## src/rtl/core/tci_pkg.sv

```systemverilog
package tci_pkg;

  // Command codes; code 7 is unused and leaves the state alone
  typedef enum logic [2:0] {
    ACT_PENUP    = 3'd0,
    ACT_PENDOWN  = 3'd1,
    ACT_COLOUR   = 3'd2,
    ACT_FORWARD  = 3'd3,
    ACT_BACKWARD = 3'd4,
    ACT_RIGHT    = 3'd5,
    ACT_LEFT     = 3'd6
  } action_t;

  // Four-way heading, clockwise order
  typedef enum logic [1:0] {
    HEAD_EAST  = 2'd0,
    HEAD_SOUTH = 2'd1,
    HEAD_WEST  = 2'd2,
    HEAD_NORTH = 2'd3
  } head_t;

  // Configuration register indexes
  localparam logic CFG_WIDTH  = 1'b0;
  localparam logic CFG_HEIGHT = 1'b1;

  localparam int          CANVAS_BITS  = 13;
  localparam logic [12:0] CANVAS_RESET = 13'd512;

  // Result kinds
  localparam logic KIND_SEGMENT = 1'b0;
  localparam logic KIND_FINAL   = 1'b1;

  localparam logic [7:0] LEVEL_MAX = 8'd255;

  // Push request from the command stage into the result queue
  typedef struct packed {
    logic push_one;
    logic push_two;
  } fifo_ctl_t;

  // Result queue room back to the command stage
  typedef struct packed {
    logic room2;
  } fifo_stat_t;

endpackage

```

## src/rtl/core/tci_result_fifo.sv

```systemverilog
module tci_result_fifo #(
  parameter int DATA_W = 58
) (
  input  logic                clk,
  input  logic                rst,
  input  tci_pkg::fifo_ctl_t  ctl,
  input  logic [DATA_W-1:0]   d0,
  input  logic [DATA_W-1:0]   d1,
  output tci_pkg::fifo_stat_t stat,
  output logic                out_valid,
  input  logic                out_stall,
  output logic [DATA_W-1:0]   q
);

  localparam int DEPTH = 4;

  logic [DATA_W-1:0] mem [DEPTH];
  logic [1:0]        rd_ptr;
  logic [1:0]        wr_ptr;
  logic [2:0]        count;
  logic [2:0]        count_next;
  logic [2:0]        n_push;
  logic [2:0]        count_after_pop;
  logic              pop;

  // Count what enters and leaves this cycle
  always_comb begin
    pop             = (count != 3'd0) && !out_stall;
    n_push          = ctl.push_two ? 3'd2 : (ctl.push_one ? 3'd1 : 3'd0);
    count_after_pop = count - {2'b00, pop};
    count_next      = count_after_pop + n_push;
  end

  assign stat.room2  = (count_after_pop <= 3'd2);
  assign out_valid   = (count != 3'd0);
  assign q           = mem[rd_ptr];

  // Advance pointers and count
  always_ff @(posedge clk) begin
    if (rst) begin
      rd_ptr <= 2'd0;
      wr_ptr <= 2'd0;
      count  <= 3'd0;
    end else begin
      rd_ptr <= rd_ptr + {1'b0, pop};
      wr_ptr <= wr_ptr + n_push[1:0];
      count  <= count_next;
    end
  end

  // Store up to two results per cycle
  always_ff @(posedge clk) begin
    if (n_push != 3'd0) begin
      mem[wr_ptr] <= d0;
    end
    if (ctl.push_two) begin
      mem[wr_ptr + 2'd1] <= d1;
    end
  end

  a_count_bound: assert property (@(posedge clk) disable iff (rst)
    count <= 3'd4)
    else $error("result queue count beyond depth");

  a_push_room: assert property (@(posedge clk) disable iff (rst)
    ctl.push_two |-> (count_after_pop <= 3'd2))
    else $error("two results pushed without room");

  a_count_track: assert property (@(posedge clk) disable iff (rst)
    1'b1 |=> count == $past(count) + $past(n_push) - {2'b00, $past(pop)})
    else $error("result queue count out of step with traffic");

endmodule

```

## src/rtl/core/turtle_command_interpreter.sv

```systemverilog
// Timing: a command is registered at acceptance; its results enter the output
// queue once the queue has room for two results, and the queue head drives
// the output port.
// Throughput: one command per cycle while the queue has room for two results;
// a pen-down move marked last yields two results on the single output port.
// Reset (rst, synchronous): turtle at (0,0) facing east, pen down, black;
// canvas registers back to 512 x 512; command register and output queue emptied.
module turtle_command_interpreter #(
  parameter int COORD_BITS = 12
) (
  input  logic                         clk,
  input  logic                         rst,
  input  logic                         wr_en,
  input  logic                         wr_index,
  input  logic [12:0]                  wr_data,
  input  logic                         in_valid,
  output logic                         in_stall,
  input  logic [2:0]                   action,
  input  logic signed [15:0]           value,
  input  logic                         last_item,
  output logic                         out_valid,
  input  logic                         out_stall,
  output logic                         kind,
  output logic [COORD_BITS-1:0]        x_start,
  output logic [COORD_BITS-1:0]        y_start,
  output logic [COORD_BITS-1:0]        x_end,
  output logic [COORD_BITS-1:0]        y_end,
  output logic [7:0]                   grey_level,
  output logic                         run_last
);

  localparam int SW     = 18;
  localparam int RES_W  = 4 * COORD_BITS + 10;
  localparam logic [SW-1:0] CAP = SW'((1 << COORD_BITS) - 1);

  // Canvas registers
  logic [12:0] canvas_width;
  logic [12:0] canvas_height;

  // Command register
  logic               s1_valid;
  tci_pkg::action_t   s1_action;
  logic signed [15:0] s1_value;
  logic               s1_last;
  logic               s1_adv;

  // Turtle state
  logic [COORD_BITS-1:0] pos_x;
  logic [COORD_BITS-1:0] pos_y;
  tci_pkg::head_t        heading;
  logic                  pen_down;
  logic [7:0]            draw_level;

  logic [COORD_BITS-1:0] pos_x_next;
  logic [COORD_BITS-1:0] pos_y_next;
  tci_pkg::head_t        heading_next;
  logic                  pen_down_next;
  logic [7:0]            draw_level_next;

  logic                  is_move;
  logic                  seg;
  logic signed [SW-1:0]  move_dist;
  logic signed [SW-1:0]  sum_x;
  logic signed [SW-1:0]  sum_y;
  logic [SW-1:0]         lim_x;
  logic [SW-1:0]         lim_y;
  logic [COORD_BITS-1:0] move_x;
  logic [COORD_BITS-1:0] move_y;

  tci_pkg::fifo_ctl_t    fctl;
  tci_pkg::fifo_stat_t   fstat;
  logic [RES_W-1:0]      res_seg;
  logic [RES_W-1:0]      res_fin;
  logic [RES_W-1:0]      d0;
  logic [RES_W-1:0]      d1;
  logic [RES_W-1:0]      q;

  // Largest coordinate for a canvas size, saturated to the coordinate width
  function automatic logic [SW-1:0] edge_of(input logic [12:0] size);
    logic [12:0]   lim13;
    logic [SW-1:0] lim;
    lim13 = (size == 13'd0) ? 13'd0 : size - 13'd1;
    lim   = {{(SW-13){1'b0}}, lim13};
    return (lim > CAP) ? CAP : lim;
  endfunction

  function automatic logic [COORD_BITS-1:0] clamp_to(input logic signed [SW-1:0] v,
                                                      input logic [SW-1:0] lim);
    logic [SW-1:0] r;
    if (v < 0) begin
      r = '0;
    end else if ($unsigned(v) > lim) begin
      r = lim;
    end else begin
      r = $unsigned(v);
    end
    return r[COORD_BITS-1:0];
  endfunction

  // Write configuration
  always_ff @(posedge clk) begin
    if (rst) begin
      canvas_width  <= tci_pkg::CANVAS_RESET;
      canvas_height <= tci_pkg::CANVAS_RESET;
    end else if (wr_en) begin
      if (wr_index == tci_pkg::CFG_WIDTH) begin
        canvas_width <= wr_data;
      end else begin
        canvas_height <= wr_data;
      end
    end
  end

  // Hold a command until the queue has room for both of its results
  assign s1_adv   = s1_valid && fstat.room2;
  assign in_stall = s1_valid && !fstat.room2;

  always_ff @(posedge clk) begin
    if (rst) begin
      s1_valid <= 1'b0;
    end else begin
      s1_valid <= (in_valid && !in_stall) || (s1_valid && !s1_adv);
    end
  end

  always_ff @(posedge clk) begin
    if (in_valid && !in_stall) begin
      s1_action <= tci_pkg::action_t'(action);
      s1_value  <= value;
      s1_last   <= last_item;
    end
  end

  // Move arithmetic along the heading, then clamp to the canvas
  always_comb begin
    move_dist = {{(SW-16){s1_value[15]}}, s1_value};
    if (s1_action == tci_pkg::ACT_BACKWARD) begin
      move_dist = -move_dist;
    end
    sum_x = $signed({{(SW-COORD_BITS){1'b0}}, pos_x});
    sum_y = $signed({{(SW-COORD_BITS){1'b0}}, pos_y});
    case (heading)
      tci_pkg::HEAD_EAST:  sum_x = sum_x + move_dist;
      tci_pkg::HEAD_SOUTH: sum_y = sum_y + move_dist;
      tci_pkg::HEAD_WEST:  sum_x = sum_x - move_dist;
      default:             sum_y = sum_y - move_dist;
    endcase
    lim_x  = edge_of(canvas_width);
    lim_y  = edge_of(canvas_height);
    move_x = clamp_to(sum_x, lim_x);
    move_y = clamp_to(sum_y, lim_y);
  end

  // Next turtle state for the command in the register
  always_comb begin
    pos_x_next      = pos_x;
    pos_y_next      = pos_y;
    heading_next    = heading;
    pen_down_next   = pen_down;
    draw_level_next = draw_level;
    is_move         = 1'b0;
    case (s1_action)
      tci_pkg::ACT_PENUP:   pen_down_next = 1'b0;
      tci_pkg::ACT_PENDOWN: pen_down_next = 1'b1;
      tci_pkg::ACT_COLOUR: begin
        if (s1_value < 0) begin
          draw_level_next = 8'd0;
        end else if (s1_value > 16'sd255) begin
          draw_level_next = tci_pkg::LEVEL_MAX;
        end else begin
          draw_level_next = s1_value[7:0];
        end
      end
      tci_pkg::ACT_FORWARD, tci_pkg::ACT_BACKWARD: begin
        is_move    = 1'b1;
        pos_x_next = move_x;
        pos_y_next = move_y;
      end
      tci_pkg::ACT_RIGHT: heading_next = tci_pkg::head_t'(heading + 2'd1);
      tci_pkg::ACT_LEFT:  heading_next = tci_pkg::head_t'(heading + 2'd3);
      default: ;
    endcase
  end

  // Build results and the push request
  always_comb begin
    seg     = is_move && pen_down;
    res_seg = {tci_pkg::KIND_SEGMENT, pos_x, pos_y, pos_x_next, pos_y_next,
               draw_level, !s1_last};
    res_fin = {tci_pkg::KIND_FINAL, {COORD_BITS{1'b0}}, {COORD_BITS{1'b0}},
               pos_x_next, pos_y_next, 8'd0, 1'b1};
    d0      = seg ? res_seg : res_fin;
    d1      = res_fin;
    fctl.push_two = s1_adv && seg && s1_last;
    fctl.push_one = s1_adv && (seg || s1_last);
  end

  // Update turtle state; a last command returns the turtle home
  always_ff @(posedge clk) begin
    if (rst) begin
      pos_x      <= '0;
      pos_y      <= '0;
      heading    <= tci_pkg::HEAD_EAST;
      pen_down   <= 1'b1;
      draw_level <= 8'd0;
    end else if (s1_adv) begin
      if (s1_last) begin
        pos_x      <= '0;
        pos_y      <= '0;
        heading    <= tci_pkg::HEAD_EAST;
        pen_down   <= 1'b1;
        draw_level <= 8'd0;
      end else begin
        pos_x      <= pos_x_next;
        pos_y      <= pos_y_next;
        heading    <= heading_next;
        pen_down   <= pen_down_next;
        draw_level <= draw_level_next;
      end
    end
  end

  tci_result_fifo #(
    .DATA_W (RES_W)
  ) u_fifo (
    .clk       (clk),
    .rst       (rst),
    .ctl       (fctl),
    .d0        (d0),
    .d1        (d1),
    .stat      (fstat),
    .out_valid (out_valid),
    .out_stall (out_stall),
    .q         (q)
  );

  assign {kind, x_start, y_start, x_end, y_end, grey_level, run_last} = q;

  a_no_stall_empty: assert property (@(posedge clk) disable iff (rst)
    !s1_valid |-> !in_stall)
    else $error("input stalled with empty command register");

  a_home_after_last: assert property (@(posedge clk) disable iff (rst)
    (s1_adv && s1_last) |=> (pos_x == '0 && pos_y == '0 &&
                             heading == tci_pkg::HEAD_EAST && pen_down))
    else $error("turtle not home after last command");

  a_move_in_canvas: assert property (@(posedge clk) disable iff (rst)
    (s1_adv && is_move && !s1_last) |=>
      ({{(SW-COORD_BITS){1'b0}}, pos_x} <= $past(lim_x) &&
       {{(SW-COORD_BITS){1'b0}}, pos_y} <= $past(lim_y)))
    else $error("move left the canvas");

  a_seg_pushes: assert property (@(posedge clk) disable iff (rst)
    (s1_adv && seg) |-> fctl.push_one)
    else $error("pen-down move produced no segment");

endmodule
```

## config.mk

```make
export PLATFORM = sky130hd
export DESIGN_NAME = turtle_command_interpreter
export DESIGN_NICKNAME = d
export VERILOG_FILES = /design/src/rtl/core/tci_pkg.sv /design/src/rtl/core/tci_result_fifo.sv /design/src/rtl/core/turtle_command_interpreter.sv
export SDC_FILE = /design/constraint.sdc
export NUM_CORES = 1
export LEC_CHECK = 0
export ABC_AREA = 1
export BUFFER_PORTS_ARGS = -buffer_cell sky130_fd_sc_hd__buf_2
export CORE_MARGIN = 1.5
export CORE_UTILIZATION = 45
export DETAILED_ROUTE_END_ITERATION = 8
export GPL_TIMING_DRIVEN = 1
export PLACE_DENSITY = 0.59
export SETUP_SLACK_MARGIN = 0.05
export SLEW_MARGIN = 25
export SYNTH_ARGS = -nofsm -noshare
export SYNTH_HDL_FRONTEND = slang
export SYNTH_SLANG_ARGS = --single-unit
export TNS_END_PERCENT = 5
```

## constraint.sdc

```tcl
create_clock -name clk -period 7.3 [get_ports clk]
set_input_delay 1.46 -clock clk [delete_from_list [all_inputs] [get_ports clk]]
set_output_delay 1.46 -clock clk [all_outputs]
set_load 0.01 [all_outputs]
```

==> metrics.yaml, run 1 <==
cts-hold-fix-buffers: 0
grt_max_degree: 77
gp_congestion: 0.880
insertedDiodeCount: 0
setup_viol: 0
globalRouteOverflowTotal: 0
power_switching_mw: 2.17
area_growth_syn_to_layout_pct: 11.9
clock_sink_count: 321
comb_power_share_pct: 32.5
dpl_worst_slack_ns: 1.06
most_common_library_cell_in_the_layout_ignoring_fill_and_taps: "nand2_1"
cts-root-to-sink-buffers: 3
drt_pre_antenna_iters: 6
layout_worst_path_cycle_share_pct: 86.0
switching_share_pct: 37.0
critical_path.startpoint: "heading[0]"
finish.utilization_pct: 50.9
fmax_ghz: 0.159
detailroute.via_count: 16100
final_cell_mix: "548 x nand2_1, 336 x nor2_1, 299 x o21ai_0, 203 x dfxtp_1, 175 x inv_1"
antenna_found_initial: 0
cts_root_buffer: "clkbuf_16"
rsz_0062_raised_after_global_routing: "no"
worstPathArrival_ns: 6.53
post-cts-setup-buffers: 0
min_period_ns: 6.27
tightest_slew_ns: 0.974
worstSetupEndpointType: "flip-flop"
cp-start-kind: "flip-flop"
count_of_synthesis_stage_warnings_from_yosys: 0
boundaryPins: 99
die_y_um: 200
final_routed_wire_length_divided_by_cell_count_um: 17.7
worstSetupEndpoint: "u_fifo.mem[3][21]"
min_path_type: "flip-flop to flip-flop"
totalWireLength_um: 53000
ys_ff_latch: 321
rows: 72
track_usage_pct: 26.3
power.density_cell_area_nw_per_um2: 300
layout.filler_cells: 3876
cts_tree: "built"
dominant_register_cell_in_the_synthesized_netlist: "dfxtp_1"
number_of_global_route_vias_before_repair: 15000
io_buffer_count: 98
async_reset_ff_share_pct: 0
p_int_mw: 3.70
final-max-slew-violation-count: 0
route.antenna.remaining_nets: 0
synthDistinctLibCells: 46
post_cts_resized: 0
depth_of_the_worst_register_to_register_path: 27
r2r_start: "heading[0]"
max-cap-violations: 0
synth-edff-count: 116
nets: 2550
ir_worst_vdd_uv: 213
starting_density_of_the_core_pct: 45.5
viasPerCell: 5.39
synth.cell_area_um2: 17500
wire_length_of_the_first_global_routing_pass_um: 83700
cts_max_level: 2
clk_pin_slew_worst_paths_ns: 0.06
worstSetupPathType: "flip-flop to flip-flop"
final_hold_viol_count: 0
die-area_um2: 40100
worst-endpoint-required_ns: 7.56
synthCells: 2406
fin_setup_tns_ns: 0
die_width_um: 200
core_area_um2: 38500
drcViolationCount: 0
worst_hold_startpoint: "u_fifo.mem[1][4]"
seq_power_share_pct: 36.3
cts_made_buffers: 37
postLayoutSetupSlackWorst_ns: 1.03
insertion_delay_ns: 0.54
crit_fanout: 27
r2r_end: "u_fifo.mem[3][21]"
synth.yosys.seq_area_share_pct: 43.4
status: "completed"
slew-limit-headroom_pct: 35.0
post-dp-hpwl_um: 36200
reg2reg_slack_ns: 1.03
static-leakage-power_nw: 8.31
syn-mean-instance-area_um2: 7.27
drt_first_iter_violations: 1099
clock_skew_ns: 0.0200
share_of_layout_cells_above_drive_strength_1_pct: 11.4
pwr-share-clk_pct: 31.3
-- worst max-delay path: stages, from the launching register on --
cell and delay (ns):
dfxtp_1 0.58, nor2_1 0.81, inv_1 0.58, o21ai_0 0.39, ha_1 0.34, a21oi_1 0.16
inv_1 0.05, a31oi_1 0.25, o21ai_0 0.17, a21boi_0 0.27, or2_2 0.16, nand3_1 0.05
o21ai_0 0.12, inv_1 0.07, ha_1 0.31, nand2_1 0.12, nor2_1 0.07, o211ai_1 0.08
nand3_1 0.09, a21oi_1 0.15, o21ai_0 0.09, a21oi_1 0.16, a31o_2 0.32, nand3_1 0.19
nand3_1 0.13, nand2_1 0.10, inv_1 0.13, nor2_1 0.06
-- per-layer routing --
metal / track usage [%] / routed length, µm / vias to the layer above
met4: 8.74 / 1350 / 0
met3: 3.30 / 3160 / 64
met5: 0 / 0 / -
met2: 41.3 / 23600 / 448
li1: - / - / 8021
met1: 37.3 / 24900 / 7600
-- how the worst min path moves through the flow --
| stage | depth (start not counted) | endpoint | slack [ns] |
|---|---|---|---|
| 2_1_floorplan | 2 | u_fifo.mem[1][1] | 0.42 |
| 3_3_place_gp | 2 | u_fifo.mem[1][33] | 0.43 |
| 3_5_place_dp | 2 | u_fifo.mem[1][7] | 0.44 |
| 4_1_cts | 2 | u_fifo.mem[1][4] | 0.45 |
| 5_1_grt | 2 | u_fifo.mem[1][39] | 0.47 |
| 6_report | 2 | u_fifo.mem[1][4] | 0.45 |
-- cell type report --
cell class | instances | area [µm²] | area share (%)
inverters | 212 | 797 | 4.07
multi-input cells | 1751 | 8630 | 44.1
clock inverters | 9 | 55.1 | 0.281
flip-flops and latches | 321 | 7590 | 38.8
clock buffers | 58 | 1170 | 5.97
repair buffers | 124 | 698 | 3.56
well taps | 518 | 648 | 3.31
-- power groups by stage --
stage               sequential [mW]  combinational (mW)  clock (mW)
global route                   2.14                2.12        1.94
global placement               2.16                1.88           0
finish                         2.13                1.91        1.83
CTS                            2.13                1.91        1.87
floorplan                      2.09                1.32           0
detailed placement             2.16                1.90           0
-- cell usage after synthesis, types with 13 or more instances --
cell type  count  share of area, %
o22ai_1       58               2.1
xnor2_1       13              0.65
dfxtp_1      205                23
nand3_1      144               4.1
xor2_1        29               1.5
a21oi_1      152               4.3
ha_1          61               4.4
inv_2         32              0.69
nand2_2       18              0.64
nor2_1       337               7.2
o21ai_0      299               8.6
edfxtp_1     116                20
nand2_1      548                12
inv_1        177               3.8
clkbuf_1     103               2.2
-- cell families after synthesis --
logic type / after synthesis / share of synthesized area [%]
other: 1 / 0.0214
xor gates and xnor gates: 42 / 2.10
and+or+nand+nor: 1099 / 25.9
AOI/OAI and AO/OA: 544 / 16.5
buffers and inverters: 335 / 7.41
DFF: 321 / 43.4
adders and majority gates: 64 / 4.70
-- per-stage QoR --
stage          hold WS (ns)  total power, mW  std cells  area (µm²)
6_report              0.451             5.87       2993       19600
5_1_grt               0.469             6.21       2993       19600
4_1_cts               0.454             5.90       2993       19600
3_5_place_dp          0.439             4.06       2926       18400
3_3_place_gp          0.433             4.04       2926       18400
2_1_floorplan         0.423             3.41       2407       17500
-- sequential cells by signal, summed over array words and instances (netlist names) --
signal,cells
pos_x,12
u_fifo.count,3
s1_value,16
draw_level,8
canvas_width,13
heading,2
s1_last,1
u_fifo.mem,232
pos_y,12
u_fifo.wr_ptr,2
s1_valid,1
u_fifo.rd_ptr,2
s1_action,3
canvas_height,13
pen_down,1
No activity file was read; power rests on OpenSTA's default activity.
==> run 2, diff against run 1 <==
--- a/config.mk
+++ b/config.mk
@@ -16,5 +16,6 @@
 export SLEW_MARGIN = 25
 export SYNTH_ARGS = -nofsm -noshare
 export SYNTH_HDL_FRONTEND = slang
+export SYNTH_HIERARCHICAL = 1
 export SYNTH_SLANG_ARGS = --single-unit
 export TNS_END_PERCENT = 5
==> run 2 against run 1 <==
Compared with the run above: setup slack better by 0.011 ns; cell area grew 13%; via count up 6.8%; die area rose by 14%; sequential cell count did not move; wire length increased by 3.5%; global-route usage shrank 1.9 points; power rose by 5.4%; non-clock buffer count fell by 5; register-to-register slack about the same.
==> metrics.yaml, run 2 <==
status: "completed"
setup_viol: 0
ir_worst_vdd_uv: 302
count_of_synthesis_stage_warnings_from_yosys: 6
largest_reg_flops: 232
min_period_ns: 6.26
cts_made_buffers: 38
synth.cell_area_um2: 19900
instances_no_fill: 3303
worst_hold_startpoint: "draw_level[5]"
synthDistinctLibCells: 45
slew-limit-headroom_pct: 34.3
synthCells: 2624
layout_worst_path_cycle_share_pct: 85.8
holdPathStages: 2
synth_top_area_cell: "edfxtp_1"
die_width_um: 213
max-cap-violations: 0
worst-endpoint-required_ns: 7.58
largest_registers: "u_fifo/mem: 232 flops, s1_value: 16 flops"
worst_path_largest_cell_delay_ns: 0.73
number_of_global_route_vias_before_repair: 15800
async_reset_ff_share_pct: 0
final_hold_viol_count: 0
insertion_delay_ns: 0.57
min_path_type: "flip-flop to flip-flop"
placedCellCount: 3233
insertedDiodeCount: 0
r2r_end: "u_fifo/mem[1][31]"
worstSetupPathType: "flip-flop to flip-flop"
crit_fanout: 24
die_y_um: 213
post-cts-setup-buffers: 0
power.density_cell_area_nw_per_um2: 280
totalWireLength_um: 54900
track_usage_pct: 24.4
dominant_register_cell_in_the_synthesized_netlist: "edfxtp_1"
clock_sink_count: 321
clk_pin_slew_worst_paths_ns: 0.06
detailroute.via_count: 17200
synth.top_cells.by_count: "742 x nand2_1, 364 x o21ai_0, 345 x inv_1, 252 x edfxtp_1, 157 x nor2_1"
static-leakage-power_nw: 8.95
top_register: "u_fifo/mem"
tightest_slew_ns: 0.986
cts_max_level: 2
min_delay_worst_endpoint: "draw_level[5]"
clock_skew_ns: 0.0231
rsz_0062_raised_after_global_routing: "no"
critical-path-top-cell-by-count: "o21ai_0"
post_cts_resized: 0
ys_ff_latch: 321
drcViolationCount: 0
core_area_um2: 43400
final_cell_mix: "741 x nand2_1, 362 x o21ai_0, 345 x inv_1, 252 x edfxtp_1, 157 x nor2_1"
cts-hold-fix-buffers: 0
nets: 2791
area_growth_syn_to_layout_pct: 10.9
die-area_um2: 45500
leading_cell_types_by_total_area_after_synthesis: "edfxtp_1 38%, nand2_1 14%, o21ai_0 9.2%, dfxtp_1 6.9%, inv_1 6.5%"
syn-mean-instance-area_um2: 7.58
wire_length_of_the_first_global_routing_pass_um: 85600
final_routed_wire_length_divided_by_cell_count_um: 16.6
worstSetupEndpointType: "flip-flop"
drt_first_iter_violations: 1210
fin_setup_tns_ns: 0
post-route-cell-area_um2: 22100
share_of_layout_cells_above_drive_strength_1_pct: 8.39
reg2reg_slack_ns: 1.04
worstPathArrival_ns: 6.55
critical-path-slowest-cell: "nor2_1"
cts_tree: "built"
boundaryPins: 99
viasPerCell: 5.22
rows: 76
final-max-slew-violation-count: 0
route.antenna.remaining_nets: 0
drt_pre_antenna_iters: 5
synth_top_cell_area_share_pct: 38.0
cp-start-kind: "flip-flop"
synth-edff-count: 252
post-synth-top-count-cell: "nand2_1"
antenna_found_initial: 0
synth.yosys.seq_area_share_pct: 45.0
post-dp-hpwl_um: 37700
grt_max_degree: 90
starting_density_of_the_core_pct: 45.9
most_common_library_cell_in_the_layout_ignoring_fill_and_taps: "nand2_1"
gp_congestion: 0.945
cts_root_buffer: "clkbuf_16"
r2r_start: "heading[1]"
io_buffer_count: 98
depth_of_the_worst_register_to_register_path: 29
cts-root-to-sink-buffers: 3
globalRouteOverflowTotal: 0
fmax_ghz: 0.160
dpl-instance-area_um2: 20800
-- run 2: power by group --
part | total (mW) | switching [mW] | internal, mW | leakage [nW]
combinational | 2.02 | 1.37 | 0.643 | 5.48
sequential | 2.31 | 0.147 | 2.16 | 2.87
clock | 1.86 | 0.762 | 1.09 | 0.604
-- run 2: worst max path at each step --
| stage | start | end | slack, ns | cells past startpoint |
|---|---|---|---|---|
| floorplan | out_stall | u_fifo/mem[2][0] | -0.58 | 14 |
| finish | heading[1] | u_fifo/mem[1][31] | 1.04 | 29 |
| global placement | heading[1] | u_fifo/mem[2][23] | 1.31 | 29 |
| CTS | heading[1] | u_fifo/mem[2][32] | 1.10 | 29 |
| detailed placement | heading[1] | u_fifo/mem[2][32] | 1.14 | 29 |
| global route | heading[1] | u_fifo/mem[2][32] | 0.30 | 29 |
-- run 2: cell families after synthesis --
kind of cell | Yosys count | share of synthesized area, %
adder cells (fa/ha/maj) | 64 | 4.14
buffers and inverters | 488 | 10.2
XOR/XNOR | 37 | 1.63
AND/OR/NAND/NOR | 1083 | 22.1
AO/OA/AOI/OAI | 629 | 16.8
flip-flops | 321 | 45.0
other | 2 | 0.0377
-- run 2: layout make-up --
type	instances	area [µm²]
tap	585	732
fill	4217	21300
multi-input combinational	1849	9110
inverter	359	1350
clock buffer	57	1110
timing repair buffer	119	698
sequential	321	8960
clock inverter	13	105
-- run 2: metal layers --
layer	wire [µm]	track usage (%)	vias to the layer above
li1	-	-	8748
met1	24600	32.3	7990
met2	26100	41.6	426
met3	2910	3.18	72
met4	1290	7.21	0
met5	0	0	-
-- run 2: critical path, delay by kind of cell, from the launching register on --
kind                     cells  cell delay (ns)
adder cells (fa/ha/maj)      2             0.61
buffers and inverters        4             0.89
flip-flops                   1             0.33
AO/OA/AOI/OAI               11             2.08
AND/OR/NAND/NOR             12             2.04
-- run 2: stage by stage --
| stage | util [%] | hold slack, ns | power, mW | setup slack [ns] |
|---|---|---|---|---|
| 3_5_place_dp | 48.1 | 0.462 | 4.37 | 1.14 |
| 6_report | 50.9 | 0.469 | 6.18 | 1.04 |
| 3_3_place_gp | 48.1 | 0.463 | 4.33 | 1.31 |
| 4_1_cts | 50.9 | 0.470 | 6.23 | 1.10 |
| 2_1_floorplan | - | 0.445 | 3.70 | -0.584 |
| 5_1_grt | 50.9 | 0.502 | 6.59 | 0.305 |
==> run 3, diff against run 2 <==
--- a/config.mk
+++ b/config.mk
@@ -6,12 +6,12 @@
 export NUM_CORES = 1
 export LEC_CHECK = 0
 export ABC_AREA = 1
-export BUFFER_PORTS_ARGS = -buffer_cell sky130_fd_sc_hd__buf_2
 export CORE_MARGIN = 1.5
 export CORE_UTILIZATION = 45
 export DETAILED_ROUTE_END_ITERATION = 8
+export DONT_BUFFER_PORTS = 1
 export GPL_TIMING_DRIVEN = 1
-export PLACE_DENSITY = 0.59
+export PLACE_DENSITY = 0.57
 export SETUP_SLACK_MARGIN = 0.05
 export SLEW_MARGIN = 25
 export SYNTH_ARGS = -nofsm -noshare
==> run 3 against run 2 <==
Compared with the run above: setup slack worse by 0.0067 ns; first-iteration DRC count up 3.3%; largest power group unchanged; cell count down 2.8%; register-to-register slack about the same; sequential share of layout area up 0.80 points; utilization down 0.98 points; sequential power about the same; count of clock-buffer cells in the layout down 2; non-clock buffer count down 95.
==> metrics.yaml, run 3 (synthesis results as in run 2) <==
power.density_cell_area_nw_per_um2: 276
track_usage_pct: 24.7
critical-path-top-cell-by-count: "o21ai_0"
area_growth_syn_to_layout_pct: 8.73
die-area_um2: 45500
largest_reg_flops: 232
grt_max_degree: 100
antenna_found_initial: 0
setup_viol: 0
wire_length_of_the_first_global_routing_pass_um: 86300
insertion_delay_ns: 0.57
post-cts-setup-buffers: 0
tightest_slew_ns: 0.918
core_area_um2: 43400
critical-path-slowest-cell: "nor2_1"
rows: 76
globalRouteOverflowTotal: 0
drt_pre_antenna_iters: 6
worst-endpoint-required_ns: 7.59
layout_worst_path_cycle_share_pct: 85.9
cts-hold-fix-buffers: 0
instances_no_fill: 3210
boundaryPins: 99
clock_sink_count: 321
seqCellArea_um2: 8960
slew-limit-headroom_pct: 38.1
drt_first_iter_violations: 1250
power_mw: 5.98
rsz_0062_raised_after_global_routing: "no"
cts_made_buffers: 39
drcViolationCount: 0
starting_density_of_the_core_pct: 45.9
min_path_type: "flip-flop to flip-flop"
clock_skew_ns: 0.0144
placedCellCount: 3138
detailroute.via_count: 16900
multi_input_area_um2: 9130
final_routed_wire_length_divided_by_cell_count_um: 17.2
cts_tree: "built"
top_register: "u_fifo/mem"
static-leakage-power_nw: 8.58
gp_congestion: 0.919
fmax_ghz: 0.159
number_of_global_route_vias_before_repair: 15700
viasPerCell: 5.25
post-dp-hpwl_um: 38100
cts-root-to-sink-buffers: 3
ir_worst_vdd_uv: 225
final-max-slew-violation-count: 0
cts_root_buffer: "clkbuf_16"
status: "completed"
worstSetupPathType: "flip-flop to flip-flop"
share_of_layout_cells_above_drive_strength_1_pct: 4.95
cp-start-kind: "flip-flop"
nets: 2697
min_period_ns: 6.27
worstSetupEndpointType: "flip-flop"
worstPathArrival_ns: 6.56
most_common_library_cell_in_the_layout_ignoring_fill_and_taps: "nand2_1"
layout.filler_cells: 4342
io_buffer_count: 0
fin_setup_tns_ns: 0
cts_max_level: 2
die_width_um: 213
worst_path_largest_cell_delay_ns: 0.74
crit_fanout: 25
largest_registers: "u_fifo/mem: 232 flops, s1_value: 16 flops"
totalWireLength_um: 55200
max-cap-violations: 0
final_cell_mix: "741 x nand2_1, 362 x o21ai_0, 345 x inv_1, 252 x edfxtp_1, 157 x nor2_1"
post_cts_resized: 0
final_hold_viol_count: 0
clk_pin_slew_worst_paths_ns: 0.06
route.antenna.remaining_nets: 0
die_y_um: 213
insertedDiodeCount: 0
run 3: cell types whose count changed in the layout (fill, tap and decap cells not counted), sizes merged:
cell / delta
clkbuf: -2
buf: -95
bufinv: -1
clkinv: +5
run 3: final timing paths:
kind                                     from           endpoint  slack, ns  depth (start not counted)
worst max-delay path               heading[0]  u_fifo/mem[2][25]       1.03                         29
worst min-delay path            draw_level[3]      draw_level[3]       0.47                          2
worst max register to register     heading[0]  u_fifo/mem[2][25]       1.03                         29
worst min register to register  draw_level[3]      draw_level[3]       0.47                          2
run 3: area by class of cell:
| type | instances | area share (%) |
|---|---|---|
| Multi-Input combinational cell | 1849 | 42.2 |
| Sequential cell | 321 | 41.4 |
| Inverter | 359 | 6.23 |
| Clock buffer | 55 | 5.02 |
| Tap cell | 585 | 3.38 |
| Timing Repair Buffer | 24 | 1.24 |
| Clock inverter | 17 | 0.567 |
run 3: routing by layer:
metal | share of wire, % | track usage (%)
met1 | 45 | 32.8
met2 | 47 | 41.8
met3 | 5.4 | 3.79
met4 | 2.0 | 6.51
met5 | 0 | 0
run 3: critical path, delay by kind of cell, from the launching register on:
kind	cells	cell delay, ns
AOI/OAI and AO/OA	11	2.05
adders and majority gates	2	0.62
DFF	1	0.29
buffers and inverters	4	1.02
and+or+nand+nor	12	2.01
run 3: through the flow:
stage | hold WS (ns) | utilization (%) | worst slack [ns] | cell area, µm²
detailed placement | 0.464 | 47.1 | 1.06 | 20400
finish | 0.473 | 49.9 | 1.03 | 21600
floorplan | 0.445 | - | -0.584 | 20000
global route | 0.484 | 49.9 | 0.249 | 21600
global placement | 0.456 | 47.1 | 1.21 | 20400
CTS | 0.473 | 49.9 | 1.04 | 21600
run 3: power breakdown:
group,internal (mW),total [mW],switching (mW)
logic,0.514,1.87,1.35
registers,2.16,2.29,0.127
clock network,1.05,1.82,0.776
total,3.72,5.98,2.26
